--- src/hw/rtl/assert_macros.svh ---
// Assertion helpers shared by the RTL.
`ifndef ASSERT_MACROS_SVH
`define ASSERT_MACROS_SVH

`ifndef NO_ASSERTIONS
`define ASSERT_ALWAYS(label, clk, rst_n, expr) \
	label: assert property (@(posedge clk) disable iff (!rst_n) (expr)) \
		else $error("assertion failed");
`define ASSERT_DELAY(label, clk, rst_n, ante, n, cons) \
	label: assert property (@(posedge clk) disable iff (!rst_n) (ante) |-> ##n (cons)) \
		else $error("assertion failed");
`else
`define ASSERT_ALWAYS(label, clk, rst_n, expr)
`define ASSERT_DELAY(label, clk, rst_n, ante, n, cons)
`endif

`endif

--- src/hw/rtl/pnc_pkg.sv ---
`timescale 1ns / 1ps
// ----------------------------------------------------------------------------
// pnc_pkg
// Types, constants and helpers of the palette nearest-color quantizer.
// ----------------------------------------------------------------------------
package pnc_pkg;

	localparam int unsigned PALETTE_DEPTH_DEF = 64;
	localparam int unsigned CNT_W             = 9;   // holds a count up to 511
	localparam int unsigned DIST_W            = 10;
	localparam logic [DIST_W-1:0] START_THRESHOLD = 10'd800;

	typedef enum logic [0:0] {
		OP_LOAD     = 1'b0,
		OP_CLASSIFY = 1'b1
	} op_t;

	typedef struct packed {
		logic              valid;
		op_t               op;
		logic [5:0]        idx;
		logic [7:0]        red;
		logic [7:0]        green;
		logic [7:0]        blue;
		logic [DIST_W-1:0] bdist;
		logic [5:0]        bidx;
		logic [7:0]        bred;
		logic [7:0]        bgreen;
		logic [7:0]        bblue;
	} item_t;

	function automatic logic [7:0] abs_diff(input logic [7:0] a, input logic [7:0] b);
		return (a > b) ? (a - b) : (b - a);
	endfunction

endpackage

--- src/hw/rtl/pnc_cell.sv ---
`timescale 1ns / 1ps
// ----------------------------------------------------------------------------
// pnc_cell
// One palette slot: holds its entry and updates the running best of a
// passing pixel, then hands the request on to the next slot.
// ----------------------------------------------------------------------------
module pnc_cell #(
	parameter int unsigned CELL_ID = 0
) (
	input  logic                       clk,
	input  logic                       arst_n,
	input  logic [pnc_pkg::CNT_W-1:0]  count,
	input  pnc_pkg::item_t             item_in,
	output pnc_pkg::item_t             item_out
);

	logic [23:0]                entry_q;
	logic [pnc_pkg::DIST_W-1:0] cell_dist;
	logic                       searched;
	pnc_pkg::item_t             nxt;
	pnc_pkg::item_t             item_q;
	logic                       valid_q;

	assign searched = pnc_pkg::CNT_W'(CELL_ID) < count;

	always_comb begin
		cell_dist = pnc_pkg::DIST_W'(pnc_pkg::abs_diff(item_in.red, entry_q[23:16]))
		          + pnc_pkg::DIST_W'(pnc_pkg::abs_diff(item_in.green, entry_q[15:8]))
		          + pnc_pkg::DIST_W'(pnc_pkg::abs_diff(item_in.blue, entry_q[7:0]));
		nxt = item_in;
		// strict compare keeps the lower slot on a tie
		if (item_in.op == pnc_pkg::OP_CLASSIFY && searched && cell_dist < item_in.bdist) begin
			nxt.bdist  = cell_dist;
			nxt.bidx   = 6'(CELL_ID);
			nxt.bred   = entry_q[23:16];
			nxt.bgreen = entry_q[15:8];
			nxt.bblue  = entry_q[7:0];
		end
	end

	// loads travel the chain too, so they land in order with the pixels
	always_ff @(posedge clk) begin
		if (item_in.valid && item_in.op == pnc_pkg::OP_LOAD &&
		    pnc_pkg::CNT_W'(item_in.idx) == pnc_pkg::CNT_W'(CELL_ID)) begin
			entry_q <= {item_in.red, item_in.green, item_in.blue};
		end
	end

	always_ff @(posedge clk or negedge arst_n) begin
		if (!arst_n) begin
			valid_q <= 1'b0;
		end else begin
			valid_q <= item_in.valid;
		end
	end

	always_ff @(posedge clk) begin
		item_q <= nxt;
	end

	always_comb begin
		item_out       = item_q;
		item_out.valid = valid_q;
	end

endmodule
--- config.mk ---
export PLATFORM = sky130hd
export DESIGN_NAME = pnc_cell
export DESIGN_NICKNAME = d
export VERILOG_FILES = /design/src/hw/rtl/assert_macros.svh /design/src/hw/rtl/pnc_pkg.sv /design/src/hw/rtl/pnc_cell.sv
export SDC_FILE = /design/constraint.sdc
export NUM_CORES = 1
export LEC_CHECK = 0
export ABC_AREA = 1
export BUFFER_PORTS_ARGS = -buffer_cell sky130_fd_sc_hd__buf_2
export CORE_UTILIZATION = 35
export DETAILED_ROUTE_END_ITERATION = 10
export SYNTH_ARGS = -nofsm -noshare
export SYNTH_HDL_FRONTEND = slang
export SYNTH_SLANG_ARGS = --single-unit
--- constraint.sdc ---
create_clock -name clk -period 6 [get_ports clk]
set_input_delay 0.3 -clock clk [delete_from_list [all_inputs] [get_ports clk]]
set_output_delay 0.3 -clock clk [all_outputs]
set_load 0.1 [all_outputs]
======== After elaboration in Yosys (flattened, before gate mapping) ========
Index checks and enable logic that the tools add are counted.
operators by class
  $add $sub $neg .......................... 8
  magnitude comparators ................... 5
  multiplexer cells ....................... 4
  bitwise gates (word level) .............. 1
  reduce and logical (&&, ||, !) cells .... 5
operator list
  kind                                                count
  subtractor 8 bit                                    6
  two-way mux 40 bit                                  1
  > comparator 8 bit                                  3
  two-way mux 8 bit                                   3
  adder 9 x 8 -> 10 bit                               1
  < comparator 10 bit                                 1
  adder 8 x 8 -> 9 bit                                1
  < comparator 1 x 9 -> 1 bit (first input constant)  1
  logical NOT 6 bit                                   1
  logical AND 1 bit                                   4
  inverter 1 bit                                      1
word-level totals
  flip-flop bits (word level) ............. 96
  input bits .............................. 83
  output and inout port bits .............. 72
  word-level logic and storage cells ...... 35

======== Depth between registers and ports, before layout ========
Gate-level depths: netlist of run 1.
  word-level depth ........................ 7
  gate-level depth with buffers ........... 34
  mapped depth without buffers ............ 32

======== Worst setup path after synthesis of run 1 ========
OpenSTA, ideal clock, no wires.
  path kind ............................... register to register
  start point ............................. register entry_q[16]
  end point ............................... register item_q (netlist bit item_out[0])
  library setup time ...................... 0.058 ns
  arrival ................................. 4.060 ns
  required time ........................... 5.942 ns
  slack ................................... 1.882 ns
  stages on the path, launching flop included .. 29
  path buffers ............................ 1
  period minus slack after synthesis ...... 4.118 ns
  cell sequence ........................... edfxtp_1 > ha_1 > inv_1 > fa_1 > inv_1 > o21ai_1 > nand2_1 > nand2_1 > nand2_2 > nand2_1 > nand2_1 > fa_1 > ha_1 > fa_1 > nand3_1 > nand2_1 > nand3_1 > nand2_1 > nand2_1 > nand2_1 > ha_1 > nand2_1 > nand2_1 > a21oi_1 > nand3_1 > nor2_4 > buf_2 > nand2_1 > nand2_1
RTL lines
  element                 line            text
  from (decl)             pnc_cell.sv:17  logic [23:0] entry_q;
  from (signal assigned)  pnc_cell.sv:45  entry_q <= {item_in.red, item_in.green, item_in.blue};
  to (signal assigned)    pnc_cell.sv:58  item_q <= nxt;
  to (decl)               pnc_cell.sv:21  pnc_pkg::item_t item_q;

==> results of run 1 <==
## worst reg2reg max path, delay by kind of cell (launching register included)
kind                       cells  cell delay (ns)
adders and majority gates      6             1.85
DFF                            1             0.42
AOI/OAI and AO/OA              2             0.31
buffers and inverters          3             0.52
and+or+nand+nor               17             1.74
## how the worst max path moves through the flow
stage / endpoint / cells past startpoint / start / slack [ns]
CTS: item_out[33] / 29 / entry_q[10] / 1.02
floorplan: item_out[0] / 28 / entry_q[16] / 1.88
global placement: item_out[39] / 31 / item_in[48] / 1.01
detailed placement: item_out[33] / 31 / item_in[48] / 0.97
finish: item_out[33] / 28 / entry_q[16] / 1.08
global route: item_out[33] / 26 / entry_q[21] / 0.58
## placed cells by master, fill, tap and decap left out, drive strengths merged, types with 2 or more instances in the layout
cell type,n
a21o,4
a21oi,27
buf,157
clkbuf,10
clkinv,2
dfxtp,71
edfxtp,24
fa,15
ha,61
inv,168
nand2,345
nand3,44
nand4,11
nor2,41
o211ai,2
o21ai,5
o21bai,3
xor2,17
## cell families (layout without fill, tap and decap cells)
group / after synthesis / in the layout / share of synthesized area [%]
xor+xnor: 18 / 18 / 2.56
simple gates: 443 / 443 / 29.3
compound gates: 41 / 41 / 3.82
buf+inv: 181 / 340 / 11.8
flops: 96 / 96 / 35.2
fa+ha+maj: 76 / 76 / 17.3
## where the power goes
part           total (mW)  switching (mW)  leakage (nW)  internal (mW)
clock               0.586           0.250         0.149          0.336
sequential          0.814          0.0283         0.826          0.785
combinational        1.71            1.38          3.40          0.334
## final cells by class
| type | instances | share of cell area [%] |
|---|---|---|
| well taps | 225 | 3.78 |
| multi-input cells | 578 | 43.8 |
| clock buffers | 10 | 3.21 |
| repair buffers | 158 | 10.8 |
| clock inverters | 6 | 0.891 |
| inverters | 166 | 8.37 |
| flip-flops and latches | 96 | 29.1 |
## flip-flops by register name, summed over array words and instances, names as in the netlist
name and cells:
item_out 71, entry_q 24, valid_q 1
## what timing repair did
| action | CTS | global route |
|---|---|---|
| endpoints found under the hold margin | 1 | 0 |
| hold buffers | 1 | 0 |
| endpoints found under the setup margin | 0 | 0 |
## metal layers
metal  share of wire, %  up-vias  global-route usage [%]  wire length [µm]
met5                  0        -                       0                 0
met4               0.79        0                    4.68               108
met3                5.6        9                    3.68               764
met2                 43      129                    24.9              5870
met1                 51     2239                    21.1              6920
li1                   -     2890                       -                 -
## through the flow
stage / hold WS [ns] / utilization (%) / area, µm² / power [mW] / setup WS [ns]
final: 0.0606 / 43.2 / 7440 / 3.11 / 1.08
after global routing: 0.0489 / 43.2 / 7440 / 3.31 / 0.578
after detailed placement: 0.0767 / 41.4 / 7130 / 2.56 / 0.968
after floorplan: 0.00441 / - / 6150 / 2.27 / 1.88
after CTS: 0.0472 / 43.2 / 7440 / 3.16 / 1.02
after global placement: 0.0758 / 41.4 / 7130 / 2.55 / 1.01
==> results.md, run 1 <==
- Worst path required time: ~6.3 ns
- Post-CTS setup repair buffer count: 0
- Worst r2r dst: item_out[33]
- Setup CP Type: flop to flop
- Crit-path slowest cell: fa_1
- Buf+Inv Stages, Crit Path: 3
- Most common cell in the netlist: nand2_1
- Placed Cells: approximately 1,200
- Syn nets: between 1,000 and 1,500
- CTS root buffer: clkbuf_16
- FF+latch area: roughly 0.0022 mm²
- Delay of the slowest critical-path stage: about 0.48 ns
- Die Wd: 135 µm
- Hold endpoint: item_out[65]
- Fin nets: roughly 1,200
- GR Util All Layers: about 16%
- Share of post-route cells with drive strength above 1: 18.5%
- Hold Path Class: input pin to flop
- Post-synth top cells: nand2_1, inv_1, dfxtp_1
- Seq cells post-synth: 96
- PortBufs: 154
- Core region area: between 0.015 and 0.02 mm²
- Critical path endpoint category: flop
- Setup TNS: 0 ns
- Congestion Overflow GR: 0
- Drt drc: 0
- Tightest Pin Transition: ~0.55 ns
- Layout Cells excl Fill: approximately 1,200
- I/O pin count: around 160
- WL/cell: about 11 µm
- Maximum Capacitance Violations: 0
- Setup violators final: 0
- Pin count of the biggest net entering global routing: 41
- Mapped Area: 0.00615 mm²
- Routed vias/inst: 4.25
- Yosys warns: 0
- Slew HR: around 63%
- Clock slew at reported path FFs: approximately 0.070 ns
- Worst R2R Setup Slack: about 1.1 ns
- Top cells by area, synth: dfxtp_1, nand2_1, ha_1
- Clock Sink Count: 96
- 1st-iter DRT viols: 237
- Area leader, netlist: dfxtp_1
- Status: finished, final reports clean
- Syn Area/Cell: 7.20 µm²
- CP top delay family: adder cells
- Worst flop-to-flop path startpoint: entry_q[16]
- Routed Antenna Nets: 0
- CTS tree: built
- Vias in the first global route: 4,928
- RSZ-0062 raised after global routing: false
- CTS max path bufs: 2
- Register area share after synthesis: 35.2%
- Fill cells: 1,812
- EDFF count, synth: 24
- N_diodes: 0
- Power Dens Cells: roughly 420 mW/mm²
- Crit share post-route: roughly 82%
- Fmax achieved: 203 MHz
- CTS resizes: 0
- Ys async rst share: 1.04%
- Pre-antenna DRT Iters: 7
- Synth unique cells: 30
- Hold_sp: item_in[65]
- Final hold vios: 0
- Multi-input gate area: 0.00326 mm²
- Critical path fanouts, max: 17
- Post-Route WL: around 14 mm
- Worst hold path cell count: 1
- H-tree levels: 3
- Syn-to-layout area delta: 21.0%
- Worst skew pair latency: between 0.3 and 0.4 ns
- Placer Congestion: roughly 0.85
- Post-synth top area share: 23.1%
- Inserted Clock Buffers: 9
- Final Slew Violations: 0
- Global-route wire length before repair: between 20 and 25 mm
- Critical Path Source Type: flop
- Top_reg_cell synth: dfxtp_1
- Minimum clock period: about 5 ns
- Maximum vdd drop: between 0.4 and 0.5 mV
- Post-DP HPWL: between 10 and 15 mm
- Die Ht: between 100 and 150 µm
- Initial Util: around 36%
- Cells after Synth: around 860
- Clk_skew: between 0.006 and 0.007 ns
- Antenna violations before repair: 0
- # rows: 48
- CP most frequent cell: nand2_1
- Reg2Reg Depth: 28
- Critical Path AT: ~5.2 ns
- Die area: 0.0181 mm²
- Leakage: 4.37 nW
- Vias: around 5,300
Power figures use the tool's default switching activity.
==> run 2, diff against run 1 <==
Settings changed: ABC_AREA 1 to 0.
Clock period 6 ns to 4.1 ns, I/O delays scaled along.
==> run 2 against run 1 <==
The flow now finishes with violations (negative setup slack). Final cell count down 15%. Global-route usage up 1.9 points. Flip-flop and latch count unchanged. Worst setup slack worse by 2.3 ns. Synthesized area down 11%. Combinational power up 82%. Synthesized cell count down 39%. Design area up 14%. Largest cell class unchanged. Highest routed layer unchanged. Count of clock-buffer cells in the layout unchanged.
==> results.md, run 2 <==
- Delay of the slowest critical-path stage: 0.47 ns (about the same)
- Hold Path Class: input pin to flop
- RSZ-0062 raised after global routing: true
- Pre-antenna DRT Iters: 4 (-3)
- Final critical-path setup slack: -1.26 ns (-2.34 ns)
- Buf+Inv Stages, Crit Path: 5 (+2)
- Power Dens Cells: 601 mW/mm² (+44%)
- Drt drc: 0 (unchanged)
- Fin nets: 997 (-15%)
- Antenna violations before repair: 0 (unchanged)
- WL/cell: 13.6 µm (+24%)
- Most common cell after layout, fill and taps aside: buf_2
- Top_reg_cell synth: dfxtp_1
- Core region area: 0.0153 mm² (-11%)
- Max FFs per register: 71 (unchanged)
- Clk_skew: 0.00723 ns (+0.00107 ns)
- Pin count of the biggest net entering global routing: 25 (-39%)
- Global-route wire length before repair: 22.5 mm (about the same)
- Synth unique cells: 54 (+80%)
- Inserted Clock Buffers: 9 (unchanged)
- Die Wd: 127 µm (-5.4%)
- CP top delay family: adder cells
- Worst skew pair latency: 0.35 ns (about the same)
- Worst path required time: 4.33 ns (-1.96 ns)
- Fmax achieved: 187 MHz (-8.2%)
- Final Slew Violations: 0 (unchanged)
- Hold_sp: item_in[52]
- Seq cells post-synth: 96 (unchanged)
- Post-DP HPWL: 10.7 mm (-1.3%)
- Tightest Pin Transition: 0.678 ns (+0.126 ns)
- Share of post-route cells with drive strength above 1: 47.9% (+29 points)
- Vias: 4,817 (-8.5%)
- Post-Route WL: 14.4 mm (+5.1%)
- Status: finished, violations left
- Worst r2r dst: item_out[1]
- Ys async rst share: 1.04% (unchanged)
- CTS root buffer: clkbuf_16
- Worst-path cell chain: ha_2, inv_2, fa_2, nand3_2, a21oi_2, o41ai_4, buf_4, buf_6, mux2_2, fa_1, ha_2, fa_2, a211oi_4, nor2_2, o21ai_1, a22oi_2, ha_1, nand4_1, nor3_2, a2111oi_4, buf_6, clkbuf_16, mux2_1
- Pre-CTS setup slack: -1.53 ns (-2.50 ns)
- Critical path fanouts, max: 8 (-9)
- Most frequent cells in the layout: buf_2, buf_4, dfxtp_1
- Setup violators final: 40 (+40)
- 1st-iter DRT viols: 124 (-48%)
- Worst R2R Setup Slack: -1.26 ns (-2.34 ns)
- GR Util All Layers: 17.6% (+1.9 points)
- Die area: 0.0162 mm² (-11%)
- Register area share after synthesis: 39.4% (+4.2 points)
- Vias in the first global route: 4,813 (-2.3%)
- Post-synth top area share: 25.9% (+2.8 points)
- Crit-path slowest cell: fa_1
- CTS tree: built
- Routed vias/inst: 4.57 (+7.5%)
- Failing checks: negative setup slack
- Post-synth top cells: inv_1, dfxtp_1, ha_1
- Top cells by area, synth: dfxtp_1, ha_1, edfxtp_1
- Placer Congestion: 0.833 (-1.9%)
- N_diodes: 0 (unchanged)
- Syn-to-layout area delta: 55.0%
- EDFF count, synth: 24 (unchanged)
- I/O pin count: 155 (unchanged)
- PortBufs: 154 (unchanged)
- Critical Path Source Type: flop
- Congestion Overflow GR: 0 (unchanged)
- Crit share post-route: 131% (+49 points)
- Minimum clock period: 5.36 ns (+0.439 ns)
- Worst hold path cell count: 1 (unchanged)
- Final total power: 5.12 mW (+64%)
- Initial Util: 36.0% (+0.31 points)
- Final hold vios: 0 (unchanged)
- Die Ht: 127 µm (-5.4%)
- # rows: 45 (-6.3%)
- Setup CP Type: flop to flop
- Critical path endpoint category: flop
- Area leader, netlist: dfxtp_1
- Syn nets: 681 (-33%)
- H-tree levels: 3 (unchanged)
- Routed Antenna Nets: 0 (unchanged)
- Clock Sink Count: 96 (unchanged)
- Slew HR: 54.3% (-8.9 points)
- Syn Area/Cell: 10.5 µm² (+46%)
- Mapped Area: 0.00549 mm² (-11%)
- Worst flop-to-flop path startpoint: entry_q[8]
- Cells after Synth: 522 (-39%)
- Clock slew at reported path FFs: 0.07 ns (about the same)
- Most common cell in the netlist: inv_1
- Critical Path AT: 5.59 ns (+0.38 ns)
- Yosys warns: 0 (unchanged)
- Reg2Reg Depth: 23 (-18%)
- Maximum Capacitance Violations: 0 (unchanged)
- Maximum vdd drop: 0.396 mV (-5.1%)
- Leakage: 4.24 nW (-3.1%)
- Hold endpoint: item_out[52]
- CTS max path bufs: 2 (unchanged)
run 2: worst max path at each step:
stage | startpoint | end | slack, ns | depth (start not counted)
2_1_floorplan | entry_q[20] | item_out[35] | -1.13 | 19
5_1_grt | entry_q[0] | item_out[35] | -1.50 | 24
6_report | entry_q[8] | item_out[1] | -1.26 | 23
4_1_cts | entry_q[16] | item_out[23] | -1.36 | 23
3_5_place_dp | item_in[48] | item_out[10] | -1.53 | 24
3_3_place_gp | item_in[48] | item_out[16] | -1.35 | 24
run 2: final cells by class:
class,instances,area (µm²)
fillers,1373,6740
multi-input cells,333,3310
repair buffers,324,2200
flip-flops and latches,96,2170
inverters,74,278
well taps,211,264
clock buffers,10,250
clock inverters,6,47.5
run 2: kinds of logic (layout without fill, tap and decap cells):
family,after synthesis,after routing,synth area share [%]
AO/OA/AOI/OAI,105,105,13.6
XOR/XNOR,14,14,2.23
adder cells (fa/ha/maj),76,76,19.4
buffers and inverters,93,414,6.76
flip-flops,96,96,39.4
multiplexers,52,52,10.4
AND/OR/NAND/NOR,86,86,8.27
run 2: layer usage:
| layer | up-vias | share of wire [%] | global-route usage (%) |
|---|---|---|---|
| li1 | 2446 | - | - |
| met1 | 2235 | 47 | 22.1 |
| met2 | 127 | 48 | 30.4 |
| met3 | 9 | 4.3 | 3.39 |
| met4 | 0 | 1.1 | 5.25 |
| met5 | - | 0 | 0 |
run 2: repair_timing:
action | CTS | global route
buffers inserted | 8 | 4
resized for setup | 26 | 59
endpoints found under the setup margin | 40 | 40
pin swaps | 11 | 19
hold buffers | 15 | 0
cloned | 1 | 3
endpoints found under the hold margin | 15 | 0
run 2: metrics by stage:
stage               hold WS, ns  instance area (µm²)  instances  TNS (ns)  utilization, %
detailed placement      -0.0179                 7560       1008    -58.40            49.5
floorplan               -0.0906                 5560        522    -42.53               -
finish                   0.0126                 8520       1054    -47.32            55.8
CTS                     0.00443                 8190       1048    -52.28            53.7
global placement        -0.0205                 7560       1008    -52.03            49.5
global route            0.00330                 8520       1054    -57.31            55.8
run 2: worst register-to-register path: stages, from the launching register on:
cell	delay, ns
edfxtp_1	0.36
ha_2	0.19
inv_2	0.04
fa_2	0.38
nand3_2	0.09
a21oi_2	0.07
o41ai_4	0.19
buf_4	0.20
buf_6	0.12
mux2_2	0.36
fa_1	0.47
ha_2	0.23
fa_2	0.38
a211oi_4	0.29
nor2_2	0.08
o21ai_1	0.16
a22oi_2	0.08
ha_1	0.30
nand4_1	0.13
nor3_2	0.07
a2111oi_4	0.29
buf_6	0.24
clkbuf_16	0.20
mux2_1	0.32
run 2: report_power, final:
| group | internal, mW | leakage, nW | switching, mW |
|---|---|---|---|
| combinational | 1.09 | 3.26 | 2.02 |
| sequential | 1.14 | 0.826 | 0.0351 |
| clock | 0.456 | 0.147 | 0.382 |
| total | 2.68 | 4.24 | 2.44 |
